$ cat src/rtl/midi_pitch_scale_quantizer_assert.svh
// assertion macros shared by the pitch scale quantizer modules
`ifndef MIDI_PITCH_SCALE_QUANTIZER_ASSERT_SVH
`define MIDI_PITCH_SCALE_QUANTIZER_ASSERT_SVH

// same-cycle implication, checked on clk, off while in reset
`define MPSQ_ASSERT_IMP(lbl, ante, cons) \
	lbl: assert property (@(posedge clk) disable iff (!arst_n) (ante) |-> (cons)) \
		else $error("mpsq assertion failed");

// next-cycle implication, checked on clk, off while in reset
`define MPSQ_ASSERT_NXT(lbl, ante, cons) \
	lbl: assert property (@(posedge clk) disable iff (!arst_n) (ante) |=> (cons)) \
		else $error("mpsq assertion failed");

`endif

$ cat src/rtl/mpsq_pkg.sv
// shared types, constants and functions of the pitch scale quantizer
package mpsq_pkg;

	localparam int unsigned NUM_SEMI   = 12;
	localparam int unsigned CFG_W      = 12;
	localparam int unsigned CFG_IDX_W  = 2;
	localparam logic [6:0]  NOTE_MAX   = 7'd127;
	localparam logic [2:0]  DIST_NONE  = 3'd7;

	// register indexes of the configuration port
	localparam logic [CFG_IDX_W-1:0] REG_CUSTOM_MASK = 2'd0;
	localparam logic [CFG_IDX_W-1:0] REG_PRESET      = 2'd1;
	localparam logic [CFG_IDX_W-1:0] REG_TRANSPOSE   = 2'd2;

	// preset scale codes
	localparam logic [3:0] PRE_MAJOR      = 4'd0;
	localparam logic [3:0] PRE_MINOR      = 4'd1;
	localparam logic [3:0] PRE_HARMONIC   = 4'd2;
	localparam logic [3:0] PRE_MELODIC    = 4'd3;
	localparam logic [3:0] PRE_DORIAN     = 4'd4;
	localparam logic [3:0] PRE_PHRYGIAN   = 4'd5;
	localparam logic [3:0] PRE_LYDIAN     = 4'd6;
	localparam logic [3:0] PRE_MIXOLYDIAN = 4'd7;
	localparam logic [3:0] PRE_PENT_MAJ   = 4'd8;
	localparam logic [3:0] PRE_PENT_MIN   = 4'd9;

	// reset values of the registers
	localparam logic [11:0] RST_CUSTOM_MASK = 12'h001;
	localparam logic [3:0]  RST_PRESET      = PRE_MAJOR;
	localparam logic [3:0]  RST_TRANSPOSE   = 4'd0;

	// word handed from cell to cell
	typedef struct packed {
		logic [3:0] semi;
		logic [3:0] octave;
		logic [2:0] gap;
		logic [3:0] note;
	} mpsq_word_t;

	// preset scale as a semitone set; codes past blues fall back to blues
	function automatic logic [11:0] preset_mask(input logic [3:0] idx);
		logic [11:0] m;
		case (idx)
			PRE_MAJOR:      m = 12'hAB5;
			PRE_MINOR:      m = 12'h5AD;
			PRE_HARMONIC:   m = 12'h9AD;
			PRE_MELODIC:    m = 12'hAAD;
			PRE_DORIAN:     m = 12'h6AD;
			PRE_PHRYGIAN:   m = 12'h5AB;
			PRE_LYDIAN:     m = 12'hAD5;
			PRE_MIXOLYDIAN: m = 12'h6B5;
			PRE_PENT_MAJ:   m = 12'h295;
			PRE_PENT_MIN:   m = 12'h4A9;
			default:        m = 12'h4E9;
		endcase
		return m;
	endfunction

	// note / 12 for a 7-bit note: multiply by 43, drop 9 bits
	function automatic logic [3:0] div12(input logic [6:0] n);
		logic [12:0] p;
		p = 13'(n) * 13'd43;
		return p[12:9];
	endfunction

endpackage

$ cat src/rtl/mpsq_front.sv
// entry stage: splits the note into octave and semitone and applies transpose
module mpsq_front (
	input  logic                clk,
	input  logic                arst_n,
	input  logic                take,
	input  logic [6:0]          raw_pitch,
	input  logic [3:0]          transpose,
	output logic                vld,
	output mpsq_pkg::mpsq_word_t word
);
	import mpsq_pkg::*;

	logic [3:0] oct_base;
	logic [3:0] rem;
	logic [4:0] sum;
	logic [3:0] semi;
	logic [3:0] carry;
	logic       vld_s1;
	mpsq_word_t word_s1;

	// octave and semitone of the raw note, plus transpose with octave carry
	always_comb begin
		oct_base = div12(raw_pitch);
		rem      = 4'(raw_pitch - 7'({oct_base, 3'b000} + {1'b0, oct_base, 2'b00}));
		sum      = 5'(rem) + 5'(transpose);
		if (sum >= 5'd24) begin
			semi  = 4'(sum - 5'd24);
			carry = 4'd2;
		end else if (sum >= 5'd12) begin
			semi  = 4'(sum - 5'd12);
			carry = 4'd1;
		end else begin
			semi  = sum[3:0];
			carry = 4'd0;
		end
	end

	// valid flag
	always_ff @(posedge clk or negedge arst_n) begin
		if (!arst_n) begin
			vld_s1 <= 1'b0;
		end else begin
			vld_s1 <= take;
		end
	end

	// word register, no best candidate yet
	always_ff @(posedge clk) begin
		word_s1.semi   <= semi;
		word_s1.octave <= oct_base + carry;
		word_s1.gap    <= DIST_NONE;
		word_s1.note   <= 4'd0;
	end

	assign vld  = vld_s1;
	assign word = word_s1;

endmodule

$ cat src/rtl/mpsq_cell.sv
// one cell of the chain: tests one semitone against the best so far
module mpsq_cell #(
	parameter logic [3:0] CAND = 4'd0
) (
	input  logic                clk,
	input  logic                arst_n,
	input  logic                member,
	input  logic                vld_i,
	input  mpsq_pkg::mpsq_word_t word_i,
	output logic                vld_o,
	output mpsq_pkg::mpsq_word_t word_o
);
	import mpsq_pkg::*;

	logic [3:0] diff;
	logic [2:0] cand_gap;
	logic       vld_q;
	mpsq_word_t word_q;
	mpsq_word_t word_nxt;

	// wrapped distance from this semitone to the target
	always_comb begin
		diff = (CAND > word_i.semi) ? (CAND - word_i.semi) : (word_i.semi - CAND);
		if (diff > 4'd6) begin
			cand_gap = 3'(4'd12 - diff);
		end else begin
			cand_gap = diff[2:0];
		end
		word_nxt = word_i;
		// strictly closer only, so a lower semitone keeps a tie
		if (member && (cand_gap < word_i.gap)) begin
			word_nxt.gap  = cand_gap;
			word_nxt.note = CAND;
		end
	end

	// valid flag
	always_ff @(posedge clk or negedge arst_n) begin
		if (!arst_n) begin
			vld_q <= 1'b0;
		end else begin
			vld_q <= vld_i;
		end
	end

	// word register
	always_ff @(posedge clk) begin
		word_q <= word_nxt;
	end

	assign vld_o  = vld_q;
	assign word_o = word_q;

`include "midi_pitch_scale_quantizer_assert.svh"

	// best distance never grows along the chain
	`MPSQ_ASSERT_IMP(a_dist_mono, vld_q, word_q.gap <= $past(word_i.gap))
	// target semitone passes through untouched; only the semitone is checked
	`MPSQ_ASSERT_IMP(a_pass, vld_q, word_q.semi == $past(word_i.semi))

endmodule

$ cat src/rtl/mpsq_out.sv
// output stage: rebuilds the note from octave and chosen semitone, clamps it
module mpsq_out (
	input  logic                clk,
	input  logic                arst_n,
	input  logic                vld_i,
	input  mpsq_pkg::mpsq_word_t word_i,
	output logic                done,
	output logic [6:0]          quantized_note
);
	import mpsq_pkg::*;

	logic [7:0] note_full;
	logic       done_q;
	logic [6:0] note_q;

	// octave * 12 + semitone, clamp to the top note
	always_comb begin
		note_full = {1'b0, word_i.octave, 3'b000} + {2'b00, word_i.octave, 2'b00}
			+ 8'(word_i.note);
	end

	// result strobe
	always_ff @(posedge clk or negedge arst_n) begin
		if (!arst_n) begin
			done_q <= 1'b0;
		end else begin
			done_q <= vld_i;
		end
	end

	// result word
	always_ff @(posedge clk) begin
		note_q <= (note_full > 8'(NOTE_MAX)) ? NOTE_MAX : note_full[6:0];
	end

	assign done           = done_q;
	assign quantized_note = note_q;

`include "midi_pitch_scale_quantizer_assert.svh"

	// every scale has at least one semitone, so a match is always found
	`MPSQ_ASSERT_IMP(a_found, vld_i, word_i.gap <= 3'd6)

endmodule

$ cat src/rtl/midi_pitch_scale_quantizer.sv
// top level of the midi pitch scale quantizer
//
//  channel  | signals                          | direction | handshake
//  ---------+----------------------------------+-----------+-------------------------
//  note in  | start, raw_pitch, busy           | in        | start high, busy low
//  note out | done, quantized_note             | out       | one-cycle strobe on done
//  config   | cfg_we, cfg_addr, cfg_wdata      | in        | write when cfg_we high
//
// a word is taken every cycle; busy is never raised
// pipeline: entry stage, twelve semitone cells, output stage
// the twelve-cell chain sets the latency, one cell per scale semitone
// reset clears the pipeline valid flags and loads the register defaults
// the result cannot be stalled; it is shown for exactly one cycle
module midi_pitch_scale_quantizer (
	input  logic                           clk,
	input  logic                           arst_n,
	input  logic                           start,
	input  logic [6:0]                     raw_pitch,
	output logic                           busy,
	output logic                           done,
	output logic [6:0]                     quantized_note,
	input  logic                           cfg_we,
	input  logic [mpsq_pkg::CFG_IDX_W-1:0] cfg_addr,
	input  logic [mpsq_pkg::CFG_W-1:0]     cfg_wdata
);
	import mpsq_pkg::*;

	localparam int unsigned LATENCY = NUM_SEMI + 2;

	logic [11:0] custom_mask_q;
	logic [3:0]  preset_q;
	logic [3:0]  transpose_q;
	logic [11:0] scale_mask;
	logic        take;

	logic        vld  [0:NUM_SEMI];
	mpsq_word_t  word [0:NUM_SEMI];

	assign busy = 1'b0;
	assign take = start && !busy;

	// configuration registers
	always_ff @(posedge clk or negedge arst_n) begin
		if (!arst_n) begin
			custom_mask_q <= RST_CUSTOM_MASK;
			preset_q      <= RST_PRESET;
			transpose_q   <= RST_TRANSPOSE;
		end else if (cfg_we) begin
			case (cfg_addr)
				REG_CUSTOM_MASK: custom_mask_q <= cfg_wdata[11:0];
				REG_PRESET:      preset_q      <= cfg_wdata[3:0];
				REG_TRANSPOSE:   transpose_q   <= cfg_wdata[3:0];
				default:         ;
			endcase
		end
	end

	// active scale: custom set when any bit is on, else the preset
	assign scale_mask = (custom_mask_q != 12'd0) ? custom_mask_q : preset_mask(preset_q);

	mpsq_front u_front (
		.clk       (clk),
		.arst_n    (arst_n),
		.take      (take),
		.raw_pitch (raw_pitch),
		.transpose (transpose_q),
		.vld       (vld[0]),
		.word      (word[0])
	);

	// chain of semitone cells, lowest semitone first
	for (genvar g = 0; g < NUM_SEMI; g++) begin : g_cell
		mpsq_cell #(
			.CAND (4'(g))
		) u_cell (
			.clk    (clk),
			.arst_n (arst_n),
			.member (scale_mask[g]),
			.vld_i  (vld[g]),
			.word_i (word[g]),
			.vld_o  (vld[g+1]),
			.word_o (word[g+1])
		);
	end

	mpsq_out u_out (
		.clk            (clk),
		.arst_n         (arst_n),
		.vld_i          (vld[NUM_SEMI]),
		.word_i         (word[NUM_SEMI]),
		.done           (done),
		.quantized_note (quantized_note)
	);

`include "midi_pitch_scale_quantizer_assert.svh"

	// each result strobe traces back to a word that was taken
	`MPSQ_ASSERT_IMP(a_latency, done, $past(take, LATENCY))
	// a taken word is in the entry stage on the next cycle
	`MPSQ_ASSERT_NXT(a_enter, take, vld[0])

endmodule

$ cat config.mk
export PLATFORM = sky130hd
export DESIGN_NAME = midi_pitch_scale_quantizer
export DESIGN_NICKNAME = d
export VERILOG_FILES = /design/src/rtl/mpsq_pkg.sv /design/src/rtl/mpsq_front.sv /design/src/rtl/mpsq_cell.sv /design/src/rtl/mpsq_out.sv /design/src/rtl/midi_pitch_scale_quantizer.sv
export VERILOG_INCLUDE_DIRS = /design/src /design/src/rtl
export SDC_FILE = /design/constraint.sdc
export NUM_CORES = 1
export LEC_CHECK = 0
export ABC_AREA = 1
export ABC_CLOCK_PERIOD_IN_PS = 6700
export BUFFER_PORTS_ARGS = -buffer_cell sky130_fd_sc_hd__buf_4
export CAP_MARGIN = 20
export CORE_ASPECT_RATIO = 1.2
export CORE_MARGIN = 5
export CORE_UTILIZATION = 67
export DETAILED_ROUTE_END_ITERATION = 8
export PLACE_DENSITY = 0.95
export SYNTH_ARGS = -nofsm -noshare
export SYNTH_HDL_FRONTEND = slang
export SYNTH_SLANG_ARGS = --single-unit
$ cat constraint.sdc
create_clock -name clk -period 6.7 [get_ports clk]
set_input_delay 1.675 -clock clk [delete_from_list [all_inputs] [get_ports clk]]
set_output_delay 1.675 -clock clk [all_outputs]
set_load 0.05 [all_outputs]
==> results.txt <==
The global-route congestion overflow total was 0; the share of the yosys chip area belonging to registers was 0.446. For the worst setup path, the data required time is 7080 ps. The commonest cells after synthesis are sky130_fd_sc_hd__nand2_1, sky130_fd_sc_hd__inv_1, sky130_fd_sc_hd__dfxtp_1. The setup slack of the worst register-to-register path was 3530 ps; the non-filler instance count after layout was 1,384. The logs give 0.677 for the starting density of the core and 0 for the max-cap check violation count.

In the post-synthesis netlist, the cell with the most instances is sky130_fd_sc_hd__nand2_1. Synthesis produced a netlist with a net count of 1,297. Data arrives at the worst endpoint at 6850 ps. After detailed placement, the total cell area comes to 0.0101 sq mm.

Synthesis instantiated 41 different standard cells from the library. The part of the cycle the worst path needs works out to 0.966. The largest single stage delay on the critical path is 560 ps.

For this run, the detailed router's first-pass iteration total came to 5. The floorplan step set the die width to 120 microns. The synthesized area divided by synthesized cell count is 8.45 sq um, and the total of endpoints with negative setup slack in the final report is 0. The top achievable clock speed is 0.154 GHz, and the number of vias after detailed routing is 7,509. The most prevalent standard cell on the critical path was sky130_fd_sc_hd__nand2_1. The run gives 0 as the number of endpoints with negative hold slack in the final report.

The number of antenna violations at the first check in global routing is 0. In this run, synthesis produced a sequential element count of 207. The wire length of the first global-routing pass was 33,200 microns; the core area was 0.0143 sq mm.

The level count of the clock H-tree came out at 1. Remaining number of nets flagged by the antenna check after routing: 0. 0 antenna diodes ended up in the layout.

For the pin with the worst max-slew slack, the measured transition is 880 ps. Once layout is done, the placed cells without fillers occupy 0.0108 sq mm. The proportion of layout cells with a drive suffix above 1 is 0.0844.

The synthesized netlist occupies a cell area of 0.00967 sq mm. The synthesized netlist cell count came out at 1,144. Clock-pin slew was measured on the worst setup and hold paths at 60 ps. The cell taking the most area after synthesis is sky130_fd_sc_hd__dfxtp_1. The root buffer cell was sky130_fd_sc_hd__clkbuf_16. The tools report the final net count as 1,348.

For the worst-skew pair, the clock arrives at the later sink with an insertion delay of 500 ps. The largest net degree at the start of global routing came out at 35. The number of vias per cell was 5.43; the placed wire-length estimate was 13,600 microns. The standard-cell row count was 48; the vertical die dimension was 142 microns. The number of global-route vias before repair came out at 7,689. For this run, the leading register cell type out of synthesis is sky130_fd_sc_hd__dfxtp_1. The synthesized design contains 0 enable-type register cells.

STA classifies the critical path endpoint as a flop. The number of setup buffers added after CTS is 0. Slowest cell on the critical path: sky130_fd_sc_hd__fa_1. Wires add up to 19,500 microns. The flow ran to the end, and the final reports show no timing, DRC or antenna violations. The die covers 0.0169 sq mm. The peak fanout along the critical path was 4; the area added between synthesis and finish was 11.9%. Number of warnings issued by yosys: 0. For the max-slew violation count, the log shows 0.

The number of ports placed on the die boundary was 34; the number of placed instances with taps included was 1,348. The port buffer count is 32, and the overall global routing resource usage is 0.234. Fraction of registers with async set or reset after synthesis: 0.164.

The worst slew slack as a fraction of its limit is 0.412. No sink is reached through more buffers than the 3 on the longest clock path. The logs give 518 for the number of design-rule violations left by the first detailed-router iteration and 14.6 ps for the worst-case clock skew. The clock sink count was 207. The path type of the worst setup path was in2reg. After detailed routing, the number of remaining DRC violations is 0. After synthesis, the cell types taking the most area are sky130_fd_sc_hd__dfxtp_1, sky130_fd_sc_hd__ha_1, sky130_fd_sc_hd__nand2_1, sky130_fd_sc_hd__dfrtp_1, sky130_fd_sc_hd__inv_1.

Counting the buffers created by CTS gives 20. Portion of synthesized cell area occupied by the leading cell type: 0.358. The congestion estimate from routability-driven global placement came to 0.871. Class of the tightest hold or removal check: reg2reg. For this design, the CTS-stage hold fixing added 0 buffers.

The clock period minus worst slack came out at 6470 ps. The routed wire length per instance works out to 14.1 microns. The kind of launch point of the worst setup path is an input pin.

TritonCTS built the clock tree.
metrics by stage:
step / setup TNS (ps) / utilization / hold WS (ps) / setup WS, ps
after floorplan: 0 / - / 310 / 324
after global placement: 0 / 0.707 / 310 / 70.8
after detailed placement: -1120 / 0.707 / 312 / -511
after CTS: 0 / 0.754 / 325 / 7.11
after global routing: -66.9 / 0.757 / 332 / -66.9
final: 0 / 0.757 / 325 / 226
worst max-delay path, delay by kind of cell:
| kind | cells | cell delay (ps) |
|---|---|---|
| adders and majority gates | 9 | 2930 |
| and+or+nand+nor | 11 | 1060 |
| buffers and inverters | 6 | 490 |
| xor gates and xnor gates | 2 | 380 |
| AOI/OAI and AO/OA | 2 | 320 |
placed cells by master, fill, tap and decap left out, types with 11 or more instances in the layout:
cell type and count:
sky130_fd_sc_hd__or2_2 15, sky130_fd_sc_hd__o21ai_0 56, sky130_fd_sc_hd__dfrtp_1 33, sky130_fd_sc_hd__nand2_1 277, sky130_fd_sc_hd__a21oi_1 30, sky130_fd_sc_hd__ha_1 114
sky130_fd_sc_hd__a21boi_0 11, sky130_fd_sc_hd__inv_1 203, sky130_fd_sc_hd__dfxtp_1 173, sky130_fd_sc_hd__nor2_1 60, sky130_fd_sc_hd__nand3_1 63, sky130_fd_sc_hd__xor2_1 19
sky130_fd_sc_hd__buf_4 34, sky130_fd_sc_hd__clkbuf_16 20
area by class of cell:
class                   instances  area [sq um]
inverters                     205           769
clock inverters                 9           113
well taps                     175           219
repair buffers                 34           255
fillers                       865          3470
flip-flops and latches        207          4320
multi-input cells             727          4600
clock buffers                  27           547
worst paths after layout:
| path | depth (start not counted) | endpoint | start |
|---|---|---|---|
| max | 30 | u_front.word[9] | raw_pitch[6] |
| min | 0 | g_cell[10].u_cell.word_o[10] | g_cell[9].u_cell.word_o[10] |
| max reg2reg | 16 | g_cell[5].u_cell.word_o[6] | g_cell[4].u_cell.word_o[12] |
| min reg2reg | 0 | g_cell[10].u_cell.word_o[10] | g_cell[9].u_cell.word_o[10] |
| max in group asynchronous | 1 | custom_mask_q[0] | arst_n |
| min in group asynchronous | 1 | u_out.done | arst_n |
registers in the layout, summed over array words and instances, names as in the netlist:
| register | count |
|---|---|
| u_out.quantized_note | 7 |
| g_cell.u_cell.word_o | 158 |
| u_front.word | 8 |
| g_cell.u_cell.vld_o | 12 |
| u_front.vld | 1 |
| u_out.done | 1 |
| transpose_q | 4 |
| preset_q | 4 |
| custom_mask_q | 12 |
repair_timing:
item,CTS,global route
gates resized for setup,2,10
setup endpoints to repair,1,3
pin swaps,0,5
hold endpoints to repair,0,0
cell families after synthesis:
group                      after synthesis  share of synthesized area
AOI/OAI and AO/OA                      127                     0.0776
buffers and inverters                  210                     0.0835
DFF                                    207                      0.446
xor gates and xnor gates                28                     0.0268
other                                    1                   0.000388
muxes                                    1                    0.00116
adders and majority gates              128                      0.173
and+or+nand+nor                        442                      0.191
per-layer routing:
layer,global-route usage,vias to the layer above,wire (microns)
met2,0.459,260,10500
met3,0.0355,78,1090
li1,-,3686,-
met1,0.245,3485,7160
met4,0.0983,0,775
met5,0,-,0
Power is left out: the tool's default activity adds up to more than one toggle a clock period on the data nets, which glitch-free logic cannot reach.
